## src/rtl/cai_pkg.sv

```systemverilog
// Shared types, constants and code tables of the coin acceptor interface.
// No dependencies; every other file imports this package.
package cai_pkg;

	localparam int CoinLines = 6;
	localparam int NumLines = (CoinLines < 6) ? CoinLines : 6;
	localparam logic [7:0] LineExist = 8'((9'd1 << NumLines) - 9'd1);

	localparam logic [31:0] CpsReset = 32'd16000000;
	localparam logic [31:0] Div10Mul = 32'hCCCCCCCD;
	localparam int Div10Shift = 35;

	localparam logic [3:0] REG_COMM_STYLE = 4'd0;
	localparam logic [3:0] REG_COMM_INVERT = 4'd1;
	localparam logic [3:0] REG_PULSE_CYCLES = 4'd2;
	localparam logic [3:0] REG_CYCLES_PER_SECOND = 4'd3;
	localparam logic [3:0] REG_LINE_ENABLE = 4'd4;
	localparam logic [3:0] REG_INHIBIT_INVERT = 4'd5;
	localparam logic [3:0] REG_DRIVE_MAP = 4'd6;
	localparam logic [3:0] REG_DENOM_MAP = 4'd7;

	localparam logic [7:0] SelectBit = 8'h04;

	typedef enum logic [1:0] {
		OP_TICK,
		OP_INSERT,
		OP_WRITE,
		OP_READ
	} op_t;

	typedef enum logic [1:0] {
		STYLE_ONEHOT,
		STYLE_BINARY,
		STYLE_BCD,
		STYLE_CHANNEL
	} style_t;

	typedef struct packed {
		style_t      comm_style;
		logic        comm_invert;
		logic [31:0] pulse_cycles;
		logic [31:0] min_pulse;
		logic [31:0] lock_load;
		logic [5:0]  line_enable;
		logic [5:0]  inhibit_invert;
		logic [17:0] drive_map;
		logic [47:0] denom_map;
	} cfg_t;

	typedef struct packed {
		op_t         op;
		logic [31:0] elapsed_cycles;
		logic [2:0]  coin_line;
		logic [7:0]  denomination;
		logic [7:0]  inhibit_bits;
	} item_t;

	typedef struct packed {
		logic       accepted;
		logic [7:0] presented_byte;
		logic [5:0] lockout_mask;
	} res_t;

	function automatic logic [7:0] binary_code(logic [7:0] value);
		logic [7:0] code;
		unique case (value)
			8'd1, 8'd7:  code = 8'h10;
			8'd2, 8'd8:  code = 8'h38;
			8'd3, 8'd9:  code = 8'hD0;
			8'd4, 8'd10: code = 8'hB0;
			8'd5, 8'd11: code = 8'h58;
			8'd6, 8'd12: code = 8'hF8;
			default:     code = 8'h00;
		endcase
		return code;
	endfunction

	function automatic logic [7:0] legacy_code(logic [2:0] line);
		logic [7:0] code;
		unique case (line)
			3'd0:    code = 8'h08;
			3'd1:    code = 8'h0C;
			3'd2:    code = 8'h0B;
			3'd3:    code = 8'h0E;
			3'd4:    code = 8'h0D;
			3'd5:    code = 8'h1A;
			default: code = 8'h00;
		endcase
		return code;
	endfunction

	function automatic logic [7:0] bcd_code(logic [7:0] value);
		logic [7:0] code;
		unique case (value)
			8'd0:         code = 8'h02;
			8'd1, 8'd7:   code = 8'h05;
			8'd2, 8'd8:   code = 8'h0A;
			8'd3, 8'd9:   code = 8'h14;
			8'd4, 8'd10:  code = 8'h32;
			8'd5:         code = 8'h3A;
			8'd11:        code = 8'h64;
			8'd6, 8'd12:  code = 8'hC8;
			default:      code = value;
		endcase
		return code;
	endfunction

endpackage

```

## src/rtl/cai_cfg_regs.sv

```systemverilog
// Configuration registers of the coin acceptor interface, with the derived
// minimum pulse and lockout lengths. Depends on cai_pkg.
module cai_cfg_regs import cai_pkg::*; (
	input  logic        clk,
	input  logic        arst_n,
	input  logic        cfg_we,
	input  logic [3:0]  cfg_index,
	input  logic [47:0] cfg_wdata,
	output cfg_t        cfg
);

	cfg_t        cfg_q;
	logic [63:0] prod;
	logic [31:0] div10;

	assign prod  = 64'(cfg_wdata[31:0]) * 64'(Div10Mul);
	assign div10 = 32'(prod[63:Div10Shift]);
	assign cfg   = cfg_q;

	always_ff @(posedge clk or negedge arst_n) begin
		if (!arst_n) begin
			cfg_q.comm_style     <= STYLE_ONEHOT;
			cfg_q.comm_invert    <= 1'b0;
			cfg_q.pulse_cycles   <= 32'd0;
			cfg_q.min_pulse      <= CpsReset / 10;
			cfg_q.lock_load      <= CpsReset >> 1;
			cfg_q.line_enable    <= 6'h3F;
			cfg_q.inhibit_invert <= 6'h00;
			cfg_q.drive_map      <= 18'd181896;
			cfg_q.denom_map      <= 48'd0;
		end else if (cfg_we) begin
			unique case (cfg_index)
				REG_COMM_STYLE:   cfg_q.comm_style   <= style_t'(cfg_wdata[1:0]);
				REG_COMM_INVERT:  cfg_q.comm_invert  <= cfg_wdata[0];
				REG_PULSE_CYCLES: cfg_q.pulse_cycles <= cfg_wdata[31:0];
				REG_CYCLES_PER_SECOND: begin
					cfg_q.min_pulse <= (div10 == 32'd0) ? 32'd1 : div10;
					cfg_q.lock_load <= {1'b0, cfg_wdata[31:1]};
				end
				REG_LINE_ENABLE:    cfg_q.line_enable    <= cfg_wdata[5:0];
				REG_INHIBIT_INVERT: cfg_q.inhibit_invert <= cfg_wdata[5:0];
				REG_DRIVE_MAP:      cfg_q.drive_map      <= cfg_wdata[17:0];
				REG_DENOM_MAP:      cfg_q.denom_map      <= cfg_wdata;
				default: ;
			endcase
		end
	end

endmodule

```

## src/rtl/cai_core.sv

```systemverilog
// Coin acceptor state (pulse, lockout, held code, inhibit byte) and the
// single-pass logic that executes one word and forms its result.
// Depends on cai_pkg.
module cai_core import cai_pkg::*; (
	input  logic  clk,
	input  logic  arst_n,
	input  cfg_t  cfg,
	input  item_t item,
	input  logic  step,
	output res_t  res
);

	function automatic logic [7:0] permit_mask(logic [7:0] inh, logic [23:0] drv,
			logic [7:0] inv);
		logic [7:0] m;
		for (int i = 0; i < 8; i++) begin
			m[i] = inh[drv[3*i +: 3]] ^ inv[i];
		end
		return m;
	endfunction

	logic [31:0] pulse_q, lock_q, pulse_d, lock_d, lock_base, eff_pulse;
	logic [7:0]  raw_q, inh_q, raw_d, inh_d;
	logic [23:0] drv_ext;
	logic [63:0] denom_ext;
	logic [7:0]  enable8, permit_now, permit_new, value, code, bin, pres;
	logic [2:0]  drive;
	logic        busy_now, busy_new, expire, insert_ok;

	assign drv_ext   = {6'd0, cfg.drive_map};
	assign denom_ext = {16'd0, cfg.denom_map};
	assign enable8   = {2'b00, cfg.line_enable} & LineExist;
	assign eff_pulse = (cfg.pulse_cycles < cfg.min_pulse) ? cfg.min_pulse : cfg.pulse_cycles;
	assign busy_now  = (raw_q != 8'd0) || (pulse_q != 32'd0) || (lock_q != 32'd0);
	assign permit_now = permit_mask(inh_q, drv_ext, {2'b00, cfg.inhibit_invert});
	assign drive     = drv_ext[3*item.coin_line +: 3];
	assign value     = (item.denomination != 8'd0) ? item.denomination
		: denom_ext[{item.coin_line, 3'b000} +: 8];
	assign bin       = binary_code(value);

	always_comb begin
		unique case (cfg.comm_style)
			STYLE_ONEHOT:  code = 8'(9'd1 << drive);
			STYLE_BINARY:  code = (bin != 8'd0) ? bin : legacy_code(item.coin_line);
			STYLE_BCD:     code = bcd_code(value);
			STYLE_CHANNEL: code = 8'(item.coin_line) + 8'd1;
			default:       code = 8'd0;
		endcase
	end

	assign insert_ok = enable8[item.coin_line] && !busy_now && permit_now[item.coin_line]
		&& (code != 8'd0);
	assign expire    = (pulse_q != 32'd0) && (item.elapsed_cycles >= pulse_q);
	assign lock_base = expire ? cfg.lock_load : lock_q;

	always_comb begin
		pulse_d = pulse_q;
		lock_d  = lock_q;
		raw_d   = raw_q;
		inh_d   = inh_q;
		unique case (item.op)
			OP_TICK: begin
				if (expire) begin
					pulse_d = 32'd0;
					raw_d   = 8'd0;
				end else if (pulse_q != 32'd0) begin
					pulse_d = pulse_q - item.elapsed_cycles;
				end
				lock_d = (item.elapsed_cycles >= lock_base) ? 32'd0
					: lock_base - item.elapsed_cycles;
			end
			OP_INSERT: begin
				if (insert_ok) begin
					raw_d   = code;
					pulse_d = eff_pulse;
				end
			end
			OP_WRITE: inh_d = item.inhibit_bits;
			OP_READ: ;
			default: ;
		endcase
	end

	assign busy_new   = (raw_d != 8'd0) || (pulse_d != 32'd0) || (lock_d != 32'd0);
	assign permit_new = permit_mask(inh_d, drv_ext, {2'b00, cfg.inhibit_invert});
	assign pres       = raw_d | ((cfg.comm_style == STYLE_BINARY) ? SelectBit : 8'd0);

	always_comb begin
		res.accepted       = (item.op == OP_INSERT) && insert_ok;
		res.presented_byte = cfg.comm_invert ? ~pres : pres;
		res.lockout_mask   = 6'((busy_new ? 8'hFF : ~(enable8 & permit_new)) & LineExist);
	end

	always_ff @(posedge clk or negedge arst_n) begin
		if (!arst_n) begin
			pulse_q <= 32'd0;
			lock_q  <= 32'd0;
			raw_q   <= 8'd0;
			inh_q   <= 8'hFF;
		end else if (step) begin
			pulse_q <= pulse_d;
			lock_q  <= lock_d;
			raw_q   <= raw_d;
			inh_q   <= inh_d;
		end
	end

endmodule

```

## src/rtl/coin_acceptor_interface.sv

```systemverilog
// Coin acceptor interface top level: input register, execution core, result register.
// Throughput: one word per cycle unless out_ready stalls the output; the core state updates
// as each word leaves the input register, whose result is captured in the result register.
// Reset (arst_n low, asynchronous) clears both pipeline stages and the coin state;
// configuration returns to its defaults. Depends on cai_pkg, cai_cfg_regs and cai_core.
module coin_acceptor_interface import cai_pkg::*; (
	input  logic        clk,
	input  logic        arst_n,
	input  logic        cfg_we,
	input  logic [3:0]  cfg_index,
	input  logic [47:0] cfg_wdata,
	input  logic        in_valid,
	output logic        in_ready,
	input  logic [1:0]  op,
	input  logic [31:0] elapsed_cycles,
	input  logic [2:0]  coin_line,
	input  logic [7:0]  denomination,
	input  logic [7:0]  inhibit_bits,
	output logic        out_valid,
	input  logic        out_ready,
	output logic        accepted,
	output logic [7:0]  presented_byte,
	output logic [5:0]  lockout_mask
);

	cfg_t  cfg;
	item_t item_s1;
	res_t  res, res_s2;
	logic  valid_s1, valid_s2, advance, step;

	assign advance  = !valid_s2 || out_ready;
	assign in_ready = !valid_s1 || advance;
	assign step     = valid_s1 && advance;

	cai_cfg_regs u_cfg (
		.clk       (clk),
		.arst_n    (arst_n),
		.cfg_we    (cfg_we),
		.cfg_index (cfg_index),
		.cfg_wdata (cfg_wdata),
		.cfg       (cfg)
	);

	cai_core u_core (
		.clk    (clk),
		.arst_n (arst_n),
		.cfg    (cfg),
		.item   (item_s1),
		.step   (step),
		.res    (res)
	);

	always_ff @(posedge clk or negedge arst_n) begin
		if (!arst_n) begin
			valid_s1 <= 1'b0;
			valid_s2 <= 1'b0;
		end else begin
			if (in_valid && in_ready) begin
				valid_s1 <= 1'b1;
			end else if (advance) begin
				valid_s1 <= 1'b0;
			end
			if (advance) begin
				valid_s2 <= valid_s1;
			end
		end
	end

	always_ff @(posedge clk) begin
		if (in_valid && in_ready) begin
			item_s1.op             <= op_t'(op);
			item_s1.elapsed_cycles <= elapsed_cycles;
			item_s1.coin_line      <= coin_line;
			item_s1.denomination   <= denomination;
			item_s1.inhibit_bits   <= inhibit_bits;
		end
		if (step) begin
			res_s2 <= res;
		end
	end

	assign out_valid      = valid_s2;
	assign accepted       = res_s2.accepted;
	assign presented_byte = res_s2.presented_byte;
	assign lockout_mask   = res_s2.lockout_mask;

endmodule

```

## config.mk

```make
export PLATFORM = sky130hd
export DESIGN_NAME = coin_acceptor_interface
export DESIGN_NICKNAME = d
export VERILOG_FILES = /design/src/rtl/cai_pkg.sv /design/src/rtl/cai_cfg_regs.sv /design/src/rtl/cai_core.sv /design/src/rtl/coin_acceptor_interface.sv
export SDC_FILE = /design/constraint.sdc
export NUM_CORES = 2
export LEC_CHECK = 0
export BUFFER_PORTS_ARGS = -buffer_cell sky130_fd_sc_hd__clkbuf_2
export CAP_MARGIN = 10
export CORE_MARGIN = 2
export CORE_UTILIZATION = 70
export DETAILED_ROUTE_END_ITERATION = 8
export PLACE_DENSITY = 0.86
export SETUP_SLACK_MARGIN = 0.3
export SLEW_MARGIN = 20
export SYNTH_ARGS = -nofsm -noshare
export SYNTH_HDL_FRONTEND = slang
export SYNTH_SLANG_ARGS = --single-unit
export TNS_END_PERCENT = 1
```

## constraint.sdc

```tcl
create_clock -name clk -period 10.24 [get_ports clk]
set_clock_uncertainty 0.05 [all_clocks]
set_input_delay 1.024 -clock clk [delete_from_list [all_inputs] [get_ports clk]]
set_output_delay 1.024 -clock clk [all_outputs]
set_load 0.01 [all_outputs]
```

==> flow_metrics.py <==
metrics = {
    "synthesis": {
        "synth.net_count": 4705,
        "synthFlopType": "dfrtp_1",
        "synth_common_cells": "640 x inv_1, 444 x ha_1, 408 x nand2_1, 391 x fa_1, 221 x dfrtp_1",
        "netlist-cell-type-count": 110,
        "async_flop_share": 0.789,
        "yosys.area.top_type_share": 0.212,
        "synth_edf_count": 68,
        "syn_inst": 3760,
        "ys_seq_area_frac": 0.229,
        "syn_area_um2": 37000,
        "synth-seq-cells": 323,
        "synth.area.top_cells": "fa_1 21%, ha_1 15%, dfrtp_1 15%",
        "synth_area_per_cell_um2": 9.84,
        "synth_top_area_cell": "fa_1",
        "yosysMostFrequentCell": "inv_1",
        "yosys_warnings": 0,
    },
    "clock_network": {
        "postCtsSetupRepairBufs": 0,
        "cts_tree": "yes",
        "cts_resized": 0,
        "cts_max_level": 2,
        "postCtsHoldBufs": 0,
        "root_buffer": "clkbuf_16",
        "cts_buffers": 36,
        "clkLatencyLatePin_ns": 0.54,
        "clk_transition_reported_paths_ns": 0.06,
        "clock_path_buffers": 3,
        "cts_sinks": 323,
    },
    "critical_path": {
        "cp_top_family": "adder cells",
        "critPathMaxStageDelay_ns": 0.63,
        "slowest_stage": "fa_1",
        "end_kind": "flip-flop",
        "crit_buf_inv": 5,
        "path_max_fanout": 8,
        "crit_path_start_kind": "primary input",
        "worst-setup-path-type": "in -> reg",
        "critPathArrivalTime_ns": 9.73,
        "crit_required_ns": 10.63,
        "cp_common_cell": "fa_1",
    },
    "routing": {
        "drc_errors": 0,
        "via_per_inst": 6.49,
        "drtIter0Drc": 3358,
        "via_count": 29700,
        "routed_wl_mm": 118,
        "wl_per_cell_um": 25.7,
        "ant_nets": 0,
        "drt_pass1_iterations": 6,
    },
    "timing": {
        "rsz0062_at_grt": "no",
        "maxSlewViolCount": 0,
        "timing.max_slew.rel_slack": 0.290,
        "setup_viol": 0,
        "tightest_slew_ns": 1.05,
        "max_freq_mhz": 107,
        "hold_viol": 0,
        "tns_ns": 0,
        "fin_crit_ns": 9.33,
        "period_share": 0.911,
    },
    "placement": {
        "dp_hpwl_mm": 96.4,
        "io_buffers": 126,
        "gp_congestion": 1.05,
    },
    "hold_path": {
        "hold_path.class": "in -> async",
    },
    "global_route": {
        "grt_pass1_vias": 30200,
        "grt_pass1_wl_mm": 179,
        "gr-total-overflow": 0,
        "grt_usage": 0.440,
        "antenna_found_initial": 4,
        "grt_max_degree": 104,
    },
    "job": {
        "max_cap_viol_count": 0,
    },
    "floorplan": {
        "rows": 84,
        "die_h_um": 234,
        "io_pins": 127,
        "chipWidth_um": 234,
        "die_area_um2": 54700,
        "core-area_um2": 52400,
        "start_util": 0.705,
    },
    "cells_and_area": {
        "drive_gt1_frac": 0.119,
        "regArea_um2": 8470,
        "nNetsFinal": 4811,
        "multiInputGateArea_um2": 25700,
        "fill_cells": 3691,
        "area_growth_pct": 7.25,
    },
    "run_status": {
        "status": "finished clean",
    },
}
==> path summary, 6_finish.rpt <==
path	slack, ns	endpoint	from	cells after the start
setup / recovery	0.91	u_cfg.cfg[110]	cfg_wdata[2]	30
hold / removal	0.42	u_core.lock_q[21]	arst_n	1
setup reg to reg	1.49	lockout_mask[5]	item_s1[19]	27
hold reg to reg	0.42	u_cfg.cfg[98]	u_cfg.cfg[98]	2
max in group asynchronous	8.20	u_cfg.cfg[114]	arst_n	2
min in group clk	0.42	u_cfg.cfg[98]	u_cfg.cfg[98]	2
==> routing by layer <==
layer,global-route usage,wire (µm),up-vias
li1,-,-,13000
met1,0.567,43500,14500
met2,0.679,52900,1835
met3,0.100,12600,452
met4,0.271,8710,0
met5,0,0,-
==> registers in the layout (all words and copies together), names as in the netlist <==
name,flops
u_cfg.cfg,173
u_core.raw_q,8
valid_s1,1
item_s1,53
u_core.inh_q,8
u_core.lock_q,32
presented_byte,8
lockout_mask,6
out_valid,1
accepted,1
u_core.pulse_q,32
==> cell usage in the layout (no fill, tap or decap), types with 10 or more instances in the layout <==
cell,instances
xnor2_1,67
o22ai_1,14
a22oi_1,10
mux2i_1,52
o21a_1,29
dfrtp_1,221
a22o_1,24
mux4_2,29
nor2_1,102
nand4_1,32
clkbuf_16,39
nand2_1,406
and3_1,20
o21bai_1,12
a21oi_1,144
a31oi_1,19
mux2_2,115
o31ai_1,16
nand2b_1,20
nand3_1,28
o21ai_0,189
and4_1,11
buf_4,51
clkbuf_2,125
a21o_1,62
or3_1,19
nor2b_1,29
o211ai_1,16
edfxtp_1,68
xor2_1,72
and2_1,25
nor4_1,28
nor3_1,40
ha_1,444
a211oi_1,28
dfstp_2,34
a211o_1,10
fa_1,391
inv_1,640
==> cell families (layout without fill, tap and decap cells) <==
kind of cell / after synthesis / after routing / share of synthesized area
AO/OA/AOI/OAI: 687 / 687 / 0.122
XOR/XNOR: 139 / 139 / 0.0329
adder cells (fa/ha/maj): 835 / 835 / 0.362
buffers and inverters: 753 / 885 / 0.0784
flip-flops: 323 / 323 / 0.229
multiplexers: 197 / 197 / 0.0670
other: 0 / 4 / 0
AND/OR/NAND/NOR: 826 / 826 / 0.109
==> stage by stage <==
step | util | setup WS, ns | std cells | hold WS [ns] | cell area [µm²]
detailed placement | 0.733 | 0.419 | 4516 | 0.402 | 38500
CTS | 0.756 | 0.941 | 4580 | 0.413 | 39700
global placement | 0.733 | 0.769 | 4516 | 0.398 | 38500
floorplan | - | 1.65 | 3760 | 0.389 | 37000
global route | 0.756 | 0.556 | 4582 | 0.426 | 39700
finish | 0.757 | 0.908 | 4584 | 0.417 | 39700
==> final cells by class <==
class / count / share of cell area
multi-input cells: 2684 / 0.647
flip-flops and latches: 323 / 0.213
clock inverters: 11 / 0.00243
inverters: 643 / 0.0609
clock buffers: 53 / 0.0279
repair buffers: 178 / 0.0261
well taps: 688 / 0.0217
diodes: 4 / 0.000252
Power is left out: the tool's default activity adds up to more than one toggle a clock period on the data nets, which glitch-free logic cannot reach.
